## src/design/rrts_pkg.sv

```systemverilog
// Types and codes shared by the thread slot scheduler modules.
`timescale 1ns / 1ps

package rrts_pkg;

    // Action codes
    localparam logic [2:0] ACT_CREATE = 3'd0;
    localparam logic [2:0] ACT_YIELD  = 3'd1;
    localparam logic [2:0] ACT_TICK   = 3'd2;
    localparam logic [2:0] ACT_EXIT   = 3'd3;
    localparam logic [2:0] ACT_JOIN   = 3'd4;
    localparam logic [2:0] ACT_QUERY  = 3'd5;

    // Fault codes
    localparam logic [1:0] FLT_NONE     = 2'd0;
    localparam logic [1:0] FLT_SLOT0    = 2'd1;
    localparam logic [1:0] FLT_NO_READY = 2'd2;

    // Slot states
    typedef enum logic [1:0] {
        ST_FREE    = 2'd0,
        ST_READY   = 2'd1,
        ST_RUNNING = 2'd2,
        ST_EXITED  = 2'd3
    } slot_st_t;

    // Input beat
    typedef struct packed {
        logic [2:0]  action;
        logic [15:0] target_id;
    } in_t;

    // Result beat
    typedef struct packed {
        logic        ok;
        logic [15:0] new_id;
        logic [1:0]  thread_status;
        logic [2:0]  running_slot;
        logic [15:0] running_id;
        logic        switched;
        logic [1:0]  fault;
    } out_t;

    // Controller to datapath
    typedef struct packed {
        logic load;
        logic scan;
        logic write_a;
        logic write_b;
        logic finish;
    } cmd_t;

    // Datapath to controller
    typedef struct packed {
        logic scan_last;
    } status_t;

endpackage

```

## src/design/round_robin_thread_slot_scheduler.sv

```systemverilog
// Round-robin thread slot scheduler top level.
// Each action beat passes through an accept step, one slot table read per
// slot, a drain step for the last read data, two table writes and a step
// that loads the result. The result beat becomes valid in the same cycle
// that the next action can be accepted. The scan over the slot table, which
// has a single read port and a single write port, sets the length of each
// action. One action is in work at a time; the result sits in its own
// register, so the next action is accepted while an earlier result is still
// waiting to be taken, and that next action then holds in its final state
// until the waiting result is taken. No clearing pass follows reset: the
// table starts with slot 0 running as id 1.
`timescale 1ns / 1ps

module round_robin_thread_slot_scheduler import rrts_pkg::*; #(
    parameter int SLOT_COUNT = 8,
    parameter int ID_BITS    = 16
) (
    input  logic clk,
    input  logic rst_n,
    input  logic in_valid,
    output logic in_ready,
    input  in_t  in_data,
    output logic out_valid,
    input  logic out_ready,
    output out_t out_data
);

    cmd_t    cmd;
    status_t status;

    rrts_ctrl u_ctrl (
        .clk       (clk),
        .rst_n     (rst_n),
        .in_valid  (in_valid),
        .in_ready  (in_ready),
        .out_valid (out_valid),
        .out_ready (out_ready),
        .cmd       (cmd),
        .status    (status)
    );

    rrts_dp #(
        .SLOT_COUNT (SLOT_COUNT),
        .ID_BITS    (ID_BITS)
    ) u_dp (
        .clk      (clk),
        .rst_n    (rst_n),
        .cmd      (cmd),
        .status   (status),
        .in_data  (in_data),
        .out_data (out_data)
    );

endmodule

```

## src/design/rrts_ram.sv

```systemverilog
// Generic single-write, single-read RAM with registered read data.
`timescale 1ns / 1ps

module rrts_ram #(
    parameter int WIDTH = 18,
    parameter int DEPTH = 8
) (
    input  logic                     clk,
    input  logic                     we,
    input  logic [$clog2(DEPTH)-1:0] waddr,
    input  logic [WIDTH-1:0]         wdata,
    input  logic [$clog2(DEPTH)-1:0] raddr,
    output logic [WIDTH-1:0]         rdata
);

    logic [WIDTH-1:0] mem_reg [DEPTH];
    logic [WIDTH-1:0] rdata_reg;

    // Write and read one word per cycle
    always_ff @(posedge clk)
    begin
        if (we)
        begin
            mem_reg[waddr] <= wdata;
        end
        rdata_reg <= mem_reg[raddr];
    end

    assign rdata = rdata_reg;

endmodule

```

## src/design/rrts_dp.sv

```systemverilog
// Scheduler datapath: slot table, scan results, decision and result register.
`timescale 1ns / 1ps

module rrts_dp import rrts_pkg::*; #(
    parameter int SLOT_COUNT = 8,
    parameter int ID_BITS    = 16
) (
    input  logic    clk,
    input  logic    rst_n,
    input  cmd_t    cmd,
    output status_t status,
    input  in_t     in_data,
    output out_t    out_data
);

    localparam int SW = $clog2(SLOT_COUNT);
    localparam int DW = ID_BITS + 2;
    localparam int CW = (ID_BITS > 16) ? ID_BITS : 16;
    localparam logic [SW-1:0] LAST_SLOT = SW'(SLOT_COUNT - 1);

    // Captured beat
    logic [2:0]            act_reg;
    logic [15:0]           tgt_reg;

    // Scheduler state
    logic [SW-1:0]         run_idx_reg;
    logic [ID_BITS-1:0]    run_id_reg;
    logic [ID_BITS:0]      next_id_reg;
    logic [SLOT_COUNT-1:0] vld_reg;

    // Scan pipeline
    logic [SW-1:0]         scan_idx_reg;
    logic [SW-1:0]         rd_idx_reg;
    logic                  rd_on_reg;
    logic                  rd_vld_reg;

    // Scan results
    logic                  free_hit_reg;
    logic [SW-1:0]         free_idx_reg;
    logic                  hi_hit_reg;
    logic [SW-1:0]         hi_idx_reg;
    logic [ID_BITS-1:0]    hi_id_reg;
    logic                  lo_hit_reg;
    logic [SW-1:0]         lo_idx_reg;
    logic [ID_BITS-1:0]    lo_id_reg;
    logic                  m_hit_reg;
    logic [SW-1:0]         m_idx_reg;
    slot_st_t              m_st_reg;

    out_t                  out_reg;

    // RAM ports
    logic                  ram_we;
    logic [SW-1:0]         ram_waddr;
    logic [DW-1:0]         ram_wdata;
    logic [DW-1:0]         ram_rdata;

    // Decoded entry
    slot_st_t              ent_st;
    logic [ID_BITS-1:0]    ent_id;
    logic                  ent_match;

    // Decision
    logic                  nxt_hit;
    logic [SW-1:0]         nxt_idx;
    logic [ID_BITS-1:0]    nxt_id;
    logic                  switch_go;
    slot_st_t              old_st;
    logic                  wr_a_need;
    logic [SW-1:0]         wr_a_addr;
    logic [DW-1:0]         wr_a_data;
    logic                  ok_c;
    logic [15:0]           new_id_c;
    logic [1:0]            status_c;
    logic [1:0]            fault_c;
    logic                  ids_left;
    logic [SW-1:0]         run_idx_c;
    logic [ID_BITS-1:0]    run_id_c;

    rrts_ram #(
        .WIDTH (DW),
        .DEPTH (SLOT_COUNT)
    ) u_ram (
        .clk   (clk),
        .we    (ram_we),
        .waddr (ram_waddr),
        .wdata (ram_wdata),
        .raddr (scan_idx_reg),
        .rdata (ram_rdata)
    );

    assign status.scan_last = (scan_idx_reg == LAST_SLOT);

    // Decode the word read back; an unwritten slot shows its reset contents
    always_comb
    begin
        if (rd_vld_reg)
        begin
            ent_st = slot_st_t'(ram_rdata[DW-1 -: 2]);
            ent_id = ram_rdata[ID_BITS-1:0];
        end
        else if (rd_idx_reg == '0)
        begin
            ent_st = ST_RUNNING;
            ent_id = ID_BITS'(1);
        end
        else
        begin
            ent_st = ST_FREE;
            ent_id = '0;
        end
        ent_match = (ent_st != ST_FREE) && (tgt_reg != 16'd0)
                    && (CW'(ent_id) == CW'(tgt_reg));
    end

    // Work out the effect of the captured action from the scan results
    always_comb
    begin
        nxt_hit   = hi_hit_reg | lo_hit_reg;
        nxt_idx   = hi_hit_reg ? hi_idx_reg : lo_idx_reg;
        nxt_id    = hi_hit_reg ? hi_id_reg : lo_id_reg;
        ids_left  = ~next_id_reg[ID_BITS];
        switch_go = 1'b0;
        old_st    = ST_READY;
        wr_a_need = 1'b0;
        wr_a_addr = free_idx_reg;
        wr_a_data = {ST_READY, next_id_reg[ID_BITS-1:0]};
        ok_c      = 1'b0;
        new_id_c  = 16'd0;
        status_c  = 2'd0;
        fault_c   = FLT_NONE;

        case (act_reg)
            ACT_CREATE:
            begin
                if (ids_left && free_hit_reg)
                begin
                    ok_c      = 1'b1;
                    wr_a_need = 1'b1;
                    new_id_c  = 16'(next_id_reg[ID_BITS-1:0]);
                end
            end
            ACT_YIELD, ACT_TICK:
            begin
                ok_c      = 1'b1;
                switch_go = nxt_hit;
            end
            ACT_EXIT:
            begin
                if (run_idx_reg == '0)
                begin
                    fault_c = FLT_SLOT0;
                end
                else if (!nxt_hit)
                begin
                    fault_c = FLT_NO_READY;
                end
                else
                begin
                    ok_c      = 1'b1;
                    switch_go = 1'b1;
                    old_st    = ST_EXITED;
                end
            end
            ACT_JOIN:
            begin
                if (m_hit_reg && (m_idx_reg != '0) && (m_idx_reg != run_idx_reg)
                    && (m_st_reg == ST_EXITED))
                begin
                    ok_c      = 1'b1;
                    wr_a_need = 1'b1;
                    wr_a_addr = m_idx_reg;
                    wr_a_data = {ST_FREE, {ID_BITS{1'b0}}};
                end
            end
            ACT_QUERY:
            begin
                if (m_hit_reg)
                begin
                    ok_c     = 1'b1;
                    status_c = m_st_reg;
                end
            end
            default:
            begin
                ok_c = 1'b0;
            end
        endcase

        // A switch first retires the running slot
        if (switch_go)
        begin
            wr_a_need = 1'b1;
            wr_a_addr = run_idx_reg;
            wr_a_data = {old_st, run_id_reg};
        end

        run_idx_c = switch_go ? nxt_idx : run_idx_reg;
        run_id_c  = switch_go ? nxt_id : run_id_reg;
    end

    // First write retires, fills or frees a slot, second one starts the new thread
    always_comb
    begin
        ram_we    = (cmd.write_a & wr_a_need) | (cmd.write_b & switch_go);
        ram_waddr = cmd.write_b ? nxt_idx : wr_a_addr;
        ram_wdata = cmd.write_b ? {ST_RUNNING, nxt_id} : wr_a_data;
    end

    // Hold scheduler state, scan pipeline and scan results
    always_ff @(posedge clk or negedge rst_n)
    begin
        if (!rst_n)
        begin
            act_reg      <= ACT_CREATE;
            tgt_reg      <= '0;
            run_idx_reg  <= '0;
            run_id_reg   <= ID_BITS'(1);
            next_id_reg  <= (ID_BITS + 1)'(2);
            vld_reg      <= '0;
            scan_idx_reg <= '0;
            rd_idx_reg   <= '0;
            rd_on_reg    <= 1'b0;
            rd_vld_reg   <= 1'b0;
            free_hit_reg <= 1'b0;
            free_idx_reg <= '0;
            hi_hit_reg   <= 1'b0;
            hi_idx_reg   <= '0;
            hi_id_reg    <= '0;
            lo_hit_reg   <= 1'b0;
            lo_idx_reg   <= '0;
            lo_id_reg    <= '0;
            m_hit_reg    <= 1'b0;
            m_idx_reg    <= '0;
            m_st_reg     <= ST_FREE;
        end
        else
        begin
            // Issue one slot read per scan cycle
            rd_on_reg  <= cmd.scan;
            rd_idx_reg <= scan_idx_reg;
            rd_vld_reg <= vld_reg[scan_idx_reg];

            if (cmd.load)
            begin
                act_reg      <= in_data.action;
                tgt_reg      <= in_data.target_id;
                scan_idx_reg <= '0;
                free_hit_reg <= 1'b0;
                hi_hit_reg   <= 1'b0;
                lo_hit_reg   <= 1'b0;
                m_hit_reg    <= 1'b0;
            end
            else if (cmd.scan)
            begin
                scan_idx_reg <= scan_idx_reg + SW'(1);
            end

            // Keep the first candidate of each kind
            if (rd_on_reg)
            begin
                if ((ent_st == ST_FREE) && (rd_idx_reg != '0) && !free_hit_reg)
                begin
                    free_hit_reg <= 1'b1;
                    free_idx_reg <= rd_idx_reg;
                end
                if ((ent_st == ST_READY) && (rd_idx_reg > run_idx_reg) && !hi_hit_reg)
                begin
                    hi_hit_reg <= 1'b1;
                    hi_idx_reg <= rd_idx_reg;
                    hi_id_reg  <= ent_id;
                end
                if ((ent_st == ST_READY) && (rd_idx_reg < run_idx_reg) && !lo_hit_reg)
                begin
                    lo_hit_reg <= 1'b1;
                    lo_idx_reg <= rd_idx_reg;
                    lo_id_reg  <= ent_id;
                end
                if (ent_match && !m_hit_reg)
                begin
                    m_hit_reg <= 1'b1;
                    m_idx_reg <= rd_idx_reg;
                    m_st_reg  <= ent_st;
                end
            end

            // Mark written slots as holding real contents
            if (ram_we)
            begin
                vld_reg[ram_waddr] <= 1'b1;
            end

            // Commit the running thread and the id counter
            if (cmd.finish)
            begin
                run_idx_reg <= run_idx_c;
                run_id_reg  <= run_id_c;
                if ((act_reg == ACT_CREATE) && ok_c)
                begin
                    next_id_reg <= next_id_reg + (ID_BITS + 1)'(1);
                end
            end
        end
    end

    // Load the result beat
    always_ff @(posedge clk)
    begin
        if (cmd.finish)
        begin
            out_reg.ok            <= ok_c;
            out_reg.new_id        <= new_id_c;
            out_reg.thread_status <= status_c;
            out_reg.running_slot  <= 3'(run_idx_c);
            out_reg.running_id    <= 16'(run_id_c);
            out_reg.switched      <= switch_go;
            out_reg.fault         <= fault_c;
        end
    end

    assign out_data = out_reg;

endmodule

```

## src/design/rrts_ctrl.sv

```systemverilog
// Scheduler controller: sequences accept, slot scan, table writes and result.
`timescale 1ns / 1ps

module rrts_ctrl import rrts_pkg::*; (
    input  logic    clk,
    input  logic    rst_n,
    input  logic    in_valid,
    output logic    in_ready,
    output logic    out_valid,
    input  logic    out_ready,
    output cmd_t    cmd,
    input  status_t status
);

    typedef enum logic [2:0] {
        S_IDLE,
        S_SCAN,
        S_DRAIN,
        S_WR_A,
        S_WR_B,
        S_FIN
    } state_t;

    state_t state_reg;
    state_t state_next;
    logic   out_valid_reg;
    logic   out_valid_next;

    // Work out the next step
    always_comb
    begin
        state_next     = state_reg;
        out_valid_next = out_valid_reg;
        cmd            = '0;

        // Drop the result once taken
        if (out_valid_reg && out_ready)
        begin
            out_valid_next = 1'b0;
        end

        case (state_reg)
            S_IDLE:
            begin
                if (in_valid)
                begin
                    cmd.load   = 1'b1;
                    state_next = S_SCAN;
                end
            end
            S_SCAN:
            begin
                cmd.scan = 1'b1;
                if (status.scan_last)
                begin
                    state_next = S_DRAIN;
                end
            end
            S_DRAIN:
            begin
                state_next = S_WR_A;
            end
            S_WR_A:
            begin
                cmd.write_a = 1'b1;
                state_next  = S_WR_B;
            end
            S_WR_B:
            begin
                cmd.write_b = 1'b1;
                state_next  = S_FIN;
            end
            S_FIN:
            begin
                // Wait until the result register is free
                if (!out_valid_reg || out_ready)
                begin
                    cmd.finish     = 1'b1;
                    out_valid_next = 1'b1;
                    state_next     = S_IDLE;
                end
            end
            default:
            begin
                state_next = S_IDLE;
            end
        endcase
    end

    // Hold state and the result valid flag
    always_ff @(posedge clk or negedge rst_n)
    begin
        if (!rst_n)
        begin
            state_reg     <= S_IDLE;
            out_valid_reg <= 1'b0;
        end
        else
        begin
            state_reg     <= state_next;
            out_valid_reg <= out_valid_next;
        end
    end

    assign in_ready  = (state_reg == S_IDLE);
    assign out_valid = out_valid_reg;

endmodule

```

## config.mk

```make
export PLATFORM = sky130hd
export DESIGN_NAME = round_robin_thread_slot_scheduler
export DESIGN_NICKNAME = d
export VERILOG_FILES = /design/src/design/rrts_pkg.sv /design/src/design/round_robin_thread_slot_scheduler.sv /design/src/design/rrts_ram.sv /design/src/design/rrts_dp.sv /design/src/design/rrts_ctrl.sv
export SDC_FILE = /design/constraint.sdc
export NUM_CORES = 1
export LEC_CHECK = 0
export ABC_AREA = 0
export BUFFER_PORTS_ARGS = -buffer_cell sky130_fd_sc_hd__buf_2
export CELL_PAD_IN_SITES_DETAIL_PLACEMENT = 1
export CELL_PAD_IN_SITES_GLOBAL_PLACEMENT = 1
export CORE_ASPECT_RATIO = 1.1
export CORE_MARGIN = 1.5
export CORE_UTILIZATION = 35
export CTS_CLUSTER_DIAMETER = 30
export DETAILED_ROUTE_END_ITERATION = 16
export PLACE_DENSITY_LB_ADDON = 0.12
export SYNTH_ARGS = -nofsm -noshare
export SYNTH_HDL_FRONTEND = slang
export SYNTH_SLANG_ARGS = --single-unit
export TNS_END_PERCENT = 5
```

## constraint.sdc

```tcl
create_clock -name clk -period 4.1 [get_ports clk]
set_input_delay 1.025 -clock clk [delete_from_list [all_inputs] [get_ports clk]]
set_output_delay 1.025 -clock clk [all_outputs]
set_load 0.02 [all_outputs]
```

==> Flow_metrics.wiki, run 1 <==
{| class="wikitable"
! Metric !! Value
|-
| Antenna diode instance count || 0
|-
| Highest-count cells in the layout ignoring fill and taps || sky130_fd_sc_hd__edfxtp_1 (185), sky130_fd_sc_hd__nand2_1 (149), sky130_fd_sc_hd__dfrtp_1 (122)
|-
| Synth area leader || sky130_fd_sc_hd__edfxtp_1
|-
| Busiest layer in global routing || met2
|-
| Number of maximum-capacitance constraint violations || 0
|-
| Max FFs per register || 144
|-
| Max Fanout on Critical Path || 25
|-
| Number of CTS-inserted buffers || a little under 80
|-
| Maximum number of pins on one net before global-route repair || between 40 and 50
|-
| Number of vias after detailed routing || between 8000 and 9000
|-
| Count of buffers inserted at the top-level ports || 65
|-
| Period minus WS final || between 3 and 4 ns
|-
| Number of gates resized after CTS || 0
|-
| Crit path DAT || about 3.7 ns
|-
| Mean routed wirelength per cell || ~21 um
|-
| Type of element launching the critical path || flop
|-
| Final cycle utilization of the critical path || 0.849
|-
| Endpoints failing hold || 0
|-
| Hold buffers post-CTS || 0
|-
| Ordered cell list for the critical path || or3b_2 -> o21ai_0 -> a211oi_1 -> nor3_1 -> nand2_1 -> nor2_2 -> buf_4
|-
| RePlAce Congestion || roughly 0.77
|-
| Post-synthesis instance area || roughly 14000 sq um
|-
| Setup CP Type || reg2reg
|-
| RSZ-0062 raised after global routing || no
|-
| Number of global-route vias before repair || ~8800
|-
| Global-route wire length before repair || ~53000 um
|-
| Growth of design area from synthesis to finish || 27.0%
|-
| Transition time at the pin with the least slew margin || slightly below 1 ns
|-
| Post-place setup slack || 0.641 ns
|-
| Capturing element type of the critical path || flop
|-
| CTS H-Tree Depth || 3
|-
| Total grt overflow || 0
|-
| Post-DP HPWL || between 20000 and 25000 um
|-
| Core region area || about 38000 sq um
|-
| Endpoints failing setup || 0
|-
| Total negative slack || 0 ns
|-
| Die ar. || roughly 40000 sq um
|-
| Clock Latency Late Sink || approximately 0.59 ns
|-
| Async SR Flop Fraction || 0.381
|-
| Ratio of cells with drive above 1 in the final layout || 0.287
|-
| Routing usage on met2 || 0.264
|-
| Max-slew violations || 0
|-
| Most common cell after layout, fill and taps aside || sky130_fd_sc_hd__edfxtp_1
|-
| Total Power Consumption || ~0.013 W
|-
| Worst Skew || 0.0229 ns
|-
| Slack of the worst reg-to-reg path || 0.62 ns
|-
| Worst rel slew slack || 0.356
|-
| Cell with the largest stage delay on the worst path || sky130_fd_sc_hd__or3b_2
|-
| Post-CTS setup-driven buffer insertion count || 0
|-
| Post-Syn Instances || 965
|-
| Final cell area excluding filler cells || around 17000 sq um
|-
| Proportion of netlist area held by the largest area contributor || 0.410
|-
| Post-route DRC || 0
|-
| Biggest cell delay along the critical path || about 0.76 ns
|-
| Post-synthesis area per instance || 14.0 sq um
|-
| DR vias/cell || around 5
|-
| Number of enable flip-flop cells after synthesis || ~190
|-
| Class of the tightest hold or removal check || in2async
|-
| Met1 Usage GRT || 0.245
|-
| Count of cell types in the netlist || 61
|-
| Leading cell types by total area after synthesis || sky130_fd_sc_hd__edfxtp_1 (41%), sky130_fd_sc_hd__dfrtp_1 (23%), sky130_fd_sc_hd__mux4_2 (6.3%)
|-
| Clock root buffer || sky130_fd_sc_hd__clkbuf_16
|-
| Drt first pass iters || 4
|-
| Leading register cell type out of synthesis || sky130_fd_sc_hd__edfxtp_1
|-
| TritonCTS clock tree || yes
|-
| Yosys warning total || 0
|-
| Net total in the final layout || 1110
|-
| # clock sinks || approximately 330
|-
| Number of antenna violations at the first check in global routing || 0
|-
| Number of register bits inferred by synthesis || 328
|-
| Initial core utilization || 0.355
|-
| Post-CTS clock slew at the launch and capture registers of the worst setup and hold paths || ~0.050 ns
|-
| Total routing usage reported by global routing || 0.177
|-
| Maximum vdd ir drop || around 380 uV
|-
| Total nets after synthesis || ~990
|-
| Maximum frequency from static timing analysis || 0.287 GHz
|-
| Leakage Power || between 6 and 7 nW
|-
| Placed cell areas || 14500 sq um
|-
| Total power divided by cell area || approximately 730 nW/um^2
|-
| Hold slack || about 0.40 ns
|-
| Number of routed nets with antenna violations || 0
|-
| GR met3 Demand/Resource || 0.0344
|-
| FP Rows || 75
|-
| Sequential fraction of the synthesis area || 0.668
|-
| Die Wd || roughly 190 um
|-
| Post-route setup slack || 0.620 ns
|-
| Die Y || roughly 210 um
|-
| Total wire length || 33900 um
|-
| Required @ worst endpoint || about 4.4 ns
|-
| Initial DRC Count || 350
|-
| Buffers from clock root to sink, at most || 3
|-
| Ports placed on the boundary || between 60 and 70
|-
| Run status || complete, no violations
|}
## synthesized netlist by cell type, types with 12 or more instances
library cell,number
sky130_fd_sc_hd__nor2_1,29
sky130_fd_sc_hd__mux4_2,38
sky130_fd_sc_hd__o22ai_1,22
sky130_fd_sc_hd__o21ai_0,69
sky130_fd_sc_hd__dfrtp_1,123
sky130_fd_sc_hd__clkbuf_1,37
sky130_fd_sc_hd__a21oi_1,14
sky130_fd_sc_hd__nand2_1,149
sky130_fd_sc_hd__mux2_2,51
sky130_fd_sc_hd__nor3_1,12
sky130_fd_sc_hd__inv_1,21
sky130_fd_sc_hd__and2_1,17
sky130_fd_sc_hd__xnor2_1,16
sky130_fd_sc_hd__dfxtp_1,18
sky130_fd_sc_hd__edfxtp_1,185
sky130_fd_sc_hd__mux2i_1,35
## final timing paths
| check | to | start | depth (start not counted) |
|---|---|---|---|
| max reg2reg | u_dp.u_ram.mem_reg[0][6]$_DFFE_PP_ | u_ctrl.state_reg[0]$_DFFE_PN0P_ | 7 |
| max | u_dp.u_ram.mem_reg[0][6]$_DFFE_PP_ | u_ctrl.state_reg[0]$_DFFE_PN0P_ | 7 |
| min reg2reg | u_dp.vld_reg[3]$_DFFE_PN0P_ | u_dp.vld_reg[3]$_DFFE_PN0P_ | 1 |
| min in group clk | u_dp.vld_reg[3]$_DFFE_PN0P_ | u_dp.vld_reg[3]$_DFFE_PN0P_ | 1 |
| min | u_dp.lo_hit_reg$_DFF_PN0_ | rst_n | 1 |
| max in group asynchronous | u_dp.next_id_reg[1]$_DFFE_PN1P_ | rst_n | 2 |
## layer usage
layer | share of wire | wire (um)
met5 | 0 | 0
met4 | 0.039 | 1320
met3 | 0.033 | 1110
met2 | 0.46 | 15400
met1 | 0.47 | 16000
## where the power goes
part | leakage (nW) | total [W] | internal (W) | switching (W)
clock | 1.28 | 0.00625 | 0.00431 | 0.00194
combinational | 1.93 | 0.00203 | 0.000809 | 0.00122
sequential | 3.71 | 0.00430 | 0.00391 | 0.000399
## critical path, delay by kind of cell, from the launching register on
| family | cells | cell delay, ns |
|---|---|---|
| AO/OA/AOI/OAI | 2 | 0.38 |
| buffers and inverters | 1 | 0.29 |
| flip-flops | 1 | 0.48 |
| AND/OR/NAND/NOR | 4 | 2.00 |
## cells by family (layout without fill, tap and decap cells)
logic type / count (synthesis) / count (layout) / share of synthesized area
xor gates and xnor gates: 24 / 24 / 0.0155
AOI/OAI and AO/OA: 139 / 139 / 0.0614
buffers and inverters: 73 / 252 / 0.0221
adders and majority gates: 6 / 6 / 0.00554
and+or+nand+nor: 270 / 270 / 0.0951
DFF: 328 / 328 / 0.668
muxes: 125 / 125 / 0.132
## final cells by class
class / count / area, sq um
clock inverters: 50 / 658
fillers: 3830 / 20900
inverters: 22 / 82.6
flip-flops and latches: 328 / 9050
multi-input cells: 564 / 4220
well taps: 500 / 626
clock buffers: 92 / 2030
repair buffers: 88 / 526
## metrics by stage
stage	util	cells
2_1_floorplan	-	965
4_1_cts	0.451	1644
3_3_place_gp	0.381	1502
6_report	0.451	1644
3_5_place_dp	0.381	1502
5_1_grt	0.451	1644
(Power assumes the default switching activity.)
==> inputs of run 2 (changes only) <==
==> constraint.sdc (replaced) <==
create_clock -name clk -period 3 [get_ports clk]
set_input_delay 0.75 -clock clk [delete_from_list [all_inputs] [get_ports clk]]
set_output_delay 0.75 -clock clk [all_outputs]
set_load 0.02 [all_outputs]
==> run 2 against run 1 <==
Net effect: routed wire length increased by 0.98%; clock-buffer cell count decreased by 3; sequential share of layout area decreased by 0.38 points; clock power increased by 29%; non-clock buffer count increased by 21; die area unchanged; combinational power increased by 50%; fmax increased by 23%; worst setup slack got worse by 0.45 ns.
==> Flow_metrics.wiki, run 2 (same netlist as run 1, synthesis figures left out) <==
{| class="wikitable"
! Metric !! Value
|-
| Ratio of cells with drive above 1 in the final layout || 0.296 (was 0.287)
|-
| Highest-count cells in the layout ignoring fill and taps || sky130_fd_sc_hd__edfxtp_1 (185), sky130_fd_sc_hd__nand2_1 (149), sky130_fd_sc_hd__dfrtp_1 (122) (unchanged)
|-
| Ordered cell list for the critical path || or3b_1 -> or3_4 -> o211ai_1 -> nand3_1 -> or2_1 -> nor3_2 -> buf_12 (was or3b_2 -> o21ai_0 -> a211oi_1 -> nor3_1 -> nand2_1 -> nor2_2 -> buf_4)
|-
| Cell with the largest stage delay on the worst path || sky130_fd_sc_hd__or3b_1 (was sky130_fd_sc_hd__or3b_2)
|-
| Internal Power || 0.0120 W (was 0.00903 W)
|-
| Max-slew violations || 0 (unchanged)
|-
| Maximum vdd ir drop || 619 uV (was 379 uV)
|-
| Number of gates resized after CTS || 0 (unchanged)
|-
| Relative contribution of sequential cells to total power || 0.345 (was 0.342)
|-
| Total grt overflow || 0 (unchanged)
|-
| Transition time at the pin with the least slew margin || 0.947 ns (was 0.966 ns)
|-
| Global-route wire length before repair || 53600 um (was 52900 um)
|-
| Class of the tightest hold or removal check || in2reg (was in2async)
|-
| Placed cell areas || 14800 sq um (was 14500 sq um)
|-
| Number of CTS-inserted buffers || 72 (was 77)
|-
| Endpoints failing setup || 0 (unchanged)
|-
| Biggest cell delay along the critical path || 0.47 ns (was 0.76 ns)
|-
| Clk pwr share || 0.475 (was 0.497)
|-
| Core region area || 38100 sq um (unchanged)
|-
| Max FFs per register || 144 (unchanged)
|-
| Maximum frequency from static timing analysis || 0.354 GHz (was 0.287 GHz)
|-
| RePlAce Congestion || 0.821 (was 0.765)
|-
| FP Rows || 75 (unchanged)
|-
| Ports placed on the boundary || 66 (unchanged)
|-
| Final cell area excluding filler cells || 17300 sq um (was 17200 sq um)
|-
| Initial DRC Count || 456 (was 350)
|-
| Leakage Power || 7.00 nW (was 6.92 nW)
|-
| Total routing usage reported by global routing || 0.179 (was 0.177)
|-
| Post-CTS clock slew at the launch and capture registers of the worst setup and hold paths || 0.04 ns (was 0.05 ns)
|-
| Growth of design area from synthesis to finish || 27.9% (was 27.0%)
|-
| Number of maximum-capacitance constraint violations || 0 (unchanged)
|-
| Portion of total power attributed to combinational logic || 0.180 (was 0.161)
|-
| Post-DP HPWL || 23200 um (was 22600 um)
|-
| Buffers from clock root to sink, at most || 3 (unchanged)
|-
| Count of buffers inserted at the top-level ports || 65 (unchanged)
|-
| Endpoints failing hold || 0 (unchanged)
|-
| Family with the most delay on the worst path || simple AND/OR/NAND/NOR gates (unchanged)
|-
| Clock root buffer || sky130_fd_sc_hd__clkbuf_16 (unchanged)
|-
| Psw || 0.00488 W (was 0.00356 W)
|-
| Worst Skew || 0.0256 ns (was 0.0229 ns)
|-
| Die ar. || 39900 sq um (unchanged)
|-
| Period minus WS final || 2.83 ns (was 3.48 ns)
|-
| Total wire length || 34200 um (was 33900 um)
|-
| Required @ worst endpoint || 3.27 ns (was 4.35 ns)
|-
| Startpoint of the lowest-slack hold path || in_data[0]
|-
| DR vias/cell || 5.00 (about the same)
|-
| Max Fanout on Critical Path || 18 (was 25)
|-
| Final cycle utilization of the critical path || 0.943 (was 0.849)
|-
| Most common cell after layout, fill and taps aside || sky130_fd_sc_hd__edfxtp_1 (unchanged)
|-
| Antenna diode instance count || 0 (unchanged)
|-
| Total power divided by cell area || 977 nW/um^2 (was 732 nW/um^2)
|-
| Mean routed wirelength per cell || 20.7 um (was 20.6 um)
|-
| Die Wd || 191 um (unchanged)
|-
| Number of vias after detailed routing || 8284 (was 8219)
|-
| Count of buffer and inverter cells on the critical path || 1 (unchanged)
|-
| First element of the critical path || u_dp.act_reg[1]$_DFFE_PN0P_ (was u_ctrl.state_reg[0]$_DFFE_PN0P_)
|-
| Run status || complete, no violations (unchanged)
|-
| Hold buffers post-CTS || 1 (was 0)
|-
| # clock sinks || 328 (unchanged)
|-
| Post-CTS setup-driven buffer insertion count || 0 (unchanged)
|-
| Worst rel slew slack || 0.369 (was 0.356)
|-
| Post-route DRC || 0 (unchanged)
|-
| Number of antenna violations at the first check in global routing || 0 (unchanged)
|-
| Startpoint of the lowest-slack register-to-register path || u_dp.act_reg[1]$_DFFE_PN0P_ (was u_ctrl.state_reg[0]$_DFFE_PN0P_)
|-
| Capturing element type of the critical path || flop (unchanged)
|-
| Die Y || 209 um (unchanged)
|-
| Initial core utilization || 0.355 (unchanged)
|-
| Crit path DAT || 3.10 ns (was 3.73 ns)
|-
| Type of element launching the critical path || flop (unchanged)
|-
| Maximum number of pins on one net before global-route repair || 116 (was 49)
|-
| Number of routed nets with antenna violations || 0 (unchanged)
|-
| Clock Latency Late Sink || 0.58 ns (was 0.59 ns)
|-
| TritonCTS clock tree || yes (unchanged)
|-
| Setup CP Type || reg2reg (unchanged)
|-
| CTS H-Tree Depth || 3 (unchanged)
|-
| Switching share of power || 0.288 (was 0.283)
|-
| Number of global-route vias before repair || 8836 (was 8766)
|-
| Drt first pass iters || 4 (unchanged)
|-
| Net total in the final layout || 1126 (was 1110)
|-
| RSZ-0062 raised after global routing || no (unchanged)
|-
| Total Power Consumption || 0.0169 W (was 0.0126 W)
|}
## run 2: power by group through the flow
stage	clock network, W	registers, W	logic, W
final	0.00805	0.00584	0.00304
after global routing	0.00846	0.00591	0.00335
after CTS	0.00823	0.00585	0.00311
after detailed placement	0	0.00592	0.00309
after global placement	0	0.00591	0.00305
after floorplan	0	0.00579	0.00200
## run 2: final cells by class
type / instances / area, sq um
timing repair buffer: 109 / 823
multi-input combinational: 564 / 4220
clock inverter: 44 / 564
tap: 500 / 626
fill: 3866 / 20800
clock buffer: 89 / 1960
inverter: 22 / 82.6
sequential: 328 / 9050
## run 2: stage by stage
step,util,instances,worst slack [ns],hold slack [ns],setup TNS [ns]
floorplan,-,965,-0.178,0.396,-16.77
global placement,0.388,1522,0.195,0.445,0
detailed placement,0.388,1522,0.186,0.429,0
CTS,0.455,1656,0.181,0.342,0
global route,0.455,1656,0.0425,0.372,0
finish,0.455,1656,0.172,0.372,0
## run 2: worst paths after layout
path	slack (ns)	depth (start not counted)	endpoint
worst max-delay path	0.17	7	u_dp.u_ram.mem_reg[7][14]$_DFFE_PP_
worst min-delay path	0.37	3	u_dp.tgt_reg[0]$_DFFE_PN0P_
worst max register to register	0.17	7	u_dp.u_ram.mem_reg[7][14]$_DFFE_PP_
worst min register to register	0.43	0	u_dp.rd_idx_reg[1]$_DFF_PN0_
max in group asynchronous	1.48	3	u_dp.scan_idx_reg[0]$_DFFE_PN0P_
min in group asynchronous	0.57	2	u_dp.next_id_reg[4]$_DFFE_PN0P_
## run 2: metal layers
| metal | routed length (um) | global-route usage | part of all wire |
|---|---|---|---|
| met1 | 16000 | 0.244 | 0.47 |
| met2 | 16300 | 0.283 | 0.48 |
| met3 | 1160 | 0.0338 | 0.034 |
| met4 | 762 | 0.0717 | 0.022 |
| met5 | 0 | 0 | 0 |
## run 2: tightest hold or removal path: stages
cell and delay, ns:
sky130_fd_sc_hd__buf_2 0.07, sky130_fd_sc_hd__nand2_1 0.04, sky130_fd_sc_hd__nand2_1 0.04
==> inputs of run 3 (changes only) <==
--- a/config.mk
+++ b/config.mk
@@ -12,6 +12,7 @@
 export CORE_ASPECT_RATIO = 1.1
 export CORE_MARGIN = 1.5
 export CORE_UTILIZATION = 35
+export CTS_BUF_LIST = sky130_fd_sc_hd__clkbuf_4
 export CTS_CLUSTER_DIAMETER = 30
 export DETAILED_ROUTE_END_ITERATION = 16
 export PLACE_DENSITY_LB_ADDON = 0.12
==> run 3 against run 2 <==
Net effect: critical path depth is the same; critical path type unchanged; clock-buffer cell count grew 49; clock power shrank 45%; global-route usage shrank 0.14 points; power shrank 21%; worst setup slack lost 0.0042 ns.
==> Flow_metrics.wiki, run 3 (same netlist as run 1, synthesis figures left out) <==
{| class="wikitable"
! Metric !! Value
|-
| Growth of design area from synthesis to finish || 18.9% (was 27.9%)
|-
| Leakage Power || 6.55 nW (was 7.00 nW)
|-
| Endpoints failing hold || 0 (unchanged)
|-
| Clock Latency Late Sink || 0.77 ns (was 0.58 ns)
|-
| TritonCTS clock tree || yes (unchanged)
|-
| Required @ worst endpoint || 3.45 ns (was 3.27 ns)
|-
| Worst rel slew slack || 0.376 (was 0.369)
|-
| Period minus WS final || 2.83 ns (about the same)
|-
| Post-route DRC || 0 (unchanged)
|-
| Ratio of cells with drive above 1 in the final layout || 0.314 (was 0.296)
|-
| Number of CTS-inserted buffers || 93 (was 72)
|-
| Net total in the final layout || 1147 (was 1126)
|-
| Post-CTS clock slew at the launch and capture registers of the worst setup and hold paths || 0.06 ns (was 0.04 ns)
|-
| Portion of total power attributed to combinational logic || 0.228 (was 0.180)
|-
| Max Fanout on Critical Path || 18 (unchanged)
|-
| Ordered cell list for the critical path || or3b_1 -> or3_4 -> o211ai_1 -> nand3_1 -> or2_1 -> nor3_2 -> buf_12 (unchanged)
|-
| Crit path DAT || 3.28 ns (was 3.10 ns)
|-
| Total wire length || 34100 um (was 34200 um)
|-
| Biggest cell delay along the critical path || 0.47 ns (about the same)
|-
| Class of the tightest hold or removal check || in2reg (unchanged)
|-
| Mean routed wirelength per cell || 20.1 um (was 20.7 um)
|-
| Number of antenna violations at the first check in global routing || 1 (was 0)
|-
| Die Y || 209 um (unchanged)
|-
| Relative contribution of sequential cells to total power || 0.438 (was 0.345)
|-
| Clock root buffer || sky130_fd_sc_hd__clkbuf_4 (was sky130_fd_sc_hd__clkbuf_16)
|-
| Max-slew violations || 0 (unchanged)
|-
| Total routing usage reported by global routing || 0.178 (was 0.179)
|-
| Internal Power || 0.00905 W (was 0.0120 W)
|-
| Die Wd || 191 um (unchanged)
|-
| Setup CP Type || reg2reg (unchanged)
|-
| DR vias/cell || 4.92 (was 5.00)
|-
| Initial DRC Count || 366 (was 456)
|-
| Max FFs per register || 144 (unchanged)
|-
| Maximum number of pins on one net before global-route repair || 116 (unchanged)
|-
| Number of gates resized after CTS || 0 (unchanged)
|-
| Maximum frequency from static timing analysis || 0.353 GHz (was 0.354 GHz)
|-
| Die ar. || 39900 sq um (unchanged)
|-
| Met1 Usage GRT || 0.238 (was 0.244)
|-
| Total grt overflow || 0 (unchanged)
|-
| Non-filler cells in the finished layout || 1697 (was 1656)
|-
| Busiest layer in global routing || met2 (unchanged)
|-
| CTS H-Tree Depth || 3 (unchanged)
|-
| GR met3 Demand/Resource || 0.0375 (was 0.0338)
|-
| RSZ-0062 raised after global routing || no (unchanged)
|-
| Count of buffers inserted at the top-level ports || 65 (unchanged)
|-
| Count of buffer and inverter cells on the critical path || 1 (unchanged)
|-
| Post-DP HPWL || 23200 um (unchanged)
|-
| Final cell area excluding filler cells || 16100 sq um (was 17300 sq um)
|-
| Buffers from clock root to sink, at most || 3 (unchanged)
|-
| Initial core utilization || 0.355 (unchanged)
|-
| Highest-count cells in the layout ignoring fill and taps || sky130_fd_sc_hd__edfxtp_1 (185), sky130_fd_sc_hd__nand2_1 (149), sky130_fd_sc_hd__clkbuf_4 (138) (was sky130_fd_sc_hd__edfxtp_1 (185), sky130_fd_sc_hd__nand2_1 (149), sky130_fd_sc_hd__dfrtp_1 (122))
|-
| Ports placed on the boundary || 66 (unchanged)
|-
| Total Power Consumption || 0.0133 W (was 0.0169 W)
|-
| Switching share of power || 0.319 (was 0.288)
|-
| Number of vias after detailed routing || 8350 (was 8284)
|-
| Most common cell after layout, fill and taps aside || sky130_fd_sc_hd__edfxtp_1 (unchanged)
|-
| Routing usage on met2 || 0.282 (was 0.283)
|-
| Total power divided by cell area || 826 nW/um^2 (was 977 nW/um^2)
|-
| Worst Skew || 0.0550 ns (was 0.0256 ns)
|-
| Number of routed nets with antenna violations || 0 (unchanged)
|-
| Run status || complete, no violations (unchanged)
|-
| FP Rows || 75 (unchanged)
|-
| Maximum vdd ir drop || 290 uV (was 619 uV)
|-
| Placed cell areas || 14800 sq um (unchanged)
|-
| Number of maximum-capacitance constraint violations || 0 (unchanged)
|-
| Endpoints failing setup || 0 (unchanged)
|-
| Psw || 0.00425 W (was 0.00488 W)
|-
| Family with the most delay on the worst path || simple AND/OR/NAND/NOR gates (unchanged)
|-
| Cell with the largest stage delay on the worst path || sky130_fd_sc_hd__or3b_1 (unchanged)
|-
| Inst Count DP || 1522 (unchanged)
|-
| Global-route wire length before repair || 53300 um (was 53600 um)
|-
| Transition time at the pin with the least slew margin || 0.937 ns (was 0.947 ns)
|-
| Type of element launching the critical path || flop (unchanged)
|-
| Clk pwr share || 0.334 (was 0.475)
|-
| Drt first pass iters || 5 (was 4)
|-
| Final cycle utilization of the critical path || 0.944 (was 0.943)
|-
| Slack of the worst reg-to-reg path || 0.17 ns (about the same)
|-
| Post-route setup slack || 0.168 ns (was 0.172 ns)
|-
| RePlAce Congestion || 0.821 (unchanged)
|-
| # clock sinks || 328 (unchanged)
|-
| Number of global-route vias before repair || 8973 (was 8836)
|-
| Core region area || 38100 sq um (unchanged)
|-
| Post-place setup slack || 0.186 ns (unchanged)
|-
| Capturing element type of the critical path || flop (unchanged)
|}
run 3: changes by cell type in the layout (fill, tap and decap cells not counted), moves of 5 or more:
| cell | previous run | this run |
|---|---|---|
| sky130_fd_sc_hd__clkinv_4 | 8 | 1 |
| sky130_fd_sc_hd__clkbuf_16 | 73 | 0 |
| sky130_fd_sc_hd__clkbuf_4 | 0 | 138 |
| sky130_fd_sc_hd__clkbuf_8 | 7 | 0 |
| sky130_fd_sc_hd__clkinv_1 | 2 | 18 |
| sky130_fd_sc_hd__clkbuf_1 | 9 | 0 |
| sky130_fd_sc_hd__bufinv_16 | 9 | 4 |
| sky130_fd_sc_hd__clkinvlp_4 | 6 | 0 |
run 3: repair_timing:
action,in CTS,in global routing
endpoints found under the setup margin,0,0
hold buffers,1,0
endpoints found under the hold margin,10,0
buffers inserted,0,0
run 3: power groups by stage:
stage / Sequential [W] / Clock (W) / Combinational (W)
2_1_floorplan: 0.00579 / 0 / 0.00200
3_3_place_gp: 0.00591 / 0 / 0.00305
3_5_place_dp: 0.00592 / 0 / 0.00309
4_1_cts: 0.00583 / 0.00466 / 0.00309
5_1_grt: 0.00590 / 0.00488 / 0.00334
6_report: 0.00582 / 0.00445 / 0.00303
run 3: final cells by class:
cell class / instances / area, sq um
Multi-Input combinational cell: 564 / 4220
Fill cell: 4029 / 22000
Clock inverter: 35 / 265
Antenna cell: 1 / 2.50
Inverter: 22 / 82.6
Tap cell: 500 / 626
Clock buffer: 138 / 1040
Timing Repair Buffer: 109 / 823
Sequential cell: 328 / 9050
run 3: final timing paths:
check	from	end	cells after the start
setup reg to reg	u_dp.act_reg[1]$_DFFE_PN0P_	u_dp.u_ram.mem_reg[7][4]$_DFFE_PP_	7
max in group asynchronous	rst_n	u_dp.scan_idx_reg[0]$_DFFE_PN0P_	3
setup / recovery	u_dp.act_reg[1]$_DFFE_PN0P_	u_dp.u_ram.mem_reg[7][4]$_DFFE_PP_	7
hold reg to reg	u_dp.scan_idx_reg[1]$_DFFE_PN0P_	u_dp.rd_idx_reg[1]$_DFF_PN0_	0
min in group asynchronous	rst_n	u_dp.run_id_reg[4]$_DFFE_PN0P_	2
hold / removal	in_data[0]	u_dp.tgt_reg[0]$_DFFE_PN0P_	3
run 3: routing by layer:
metal  up-vias  share of wire  wire [um]
li1       3944              -          -
met2       181           0.48      16300
met3        54          0.043       1470
met5         -              0          0
met1      4171           0.46      15600
met4         0          0.021        710
run 3: metrics by stage:
stage	setup TNS [ns]	hold slack [ns]	util
3_3_place_gp	0	0.445	0.388
2_1_floorplan	-16.77	0.396	-
3_5_place_dp	0	0.429	0.388
5_1_grt	0	0.162	0.423
6_report	0	0.201	0.423
4_1_cts	0	0.101	0.423
run 3: worst register-to-register path, cell delays in order (launching register included):
cell                       delay [ns]
sky130_fd_sc_hd__dfrtp_1         0.46
sky130_fd_sc_hd__or3b_1          0.47
sky130_fd_sc_hd__or3_4           0.42
sky130_fd_sc_hd__o211ai_1        0.17
sky130_fd_sc_hd__nand3_1         0.13
sky130_fd_sc_hd__or2_1           0.37
sky130_fd_sc_hd__nor3_2          0.31
sky130_fd_sc_hd__buf_12          0.21
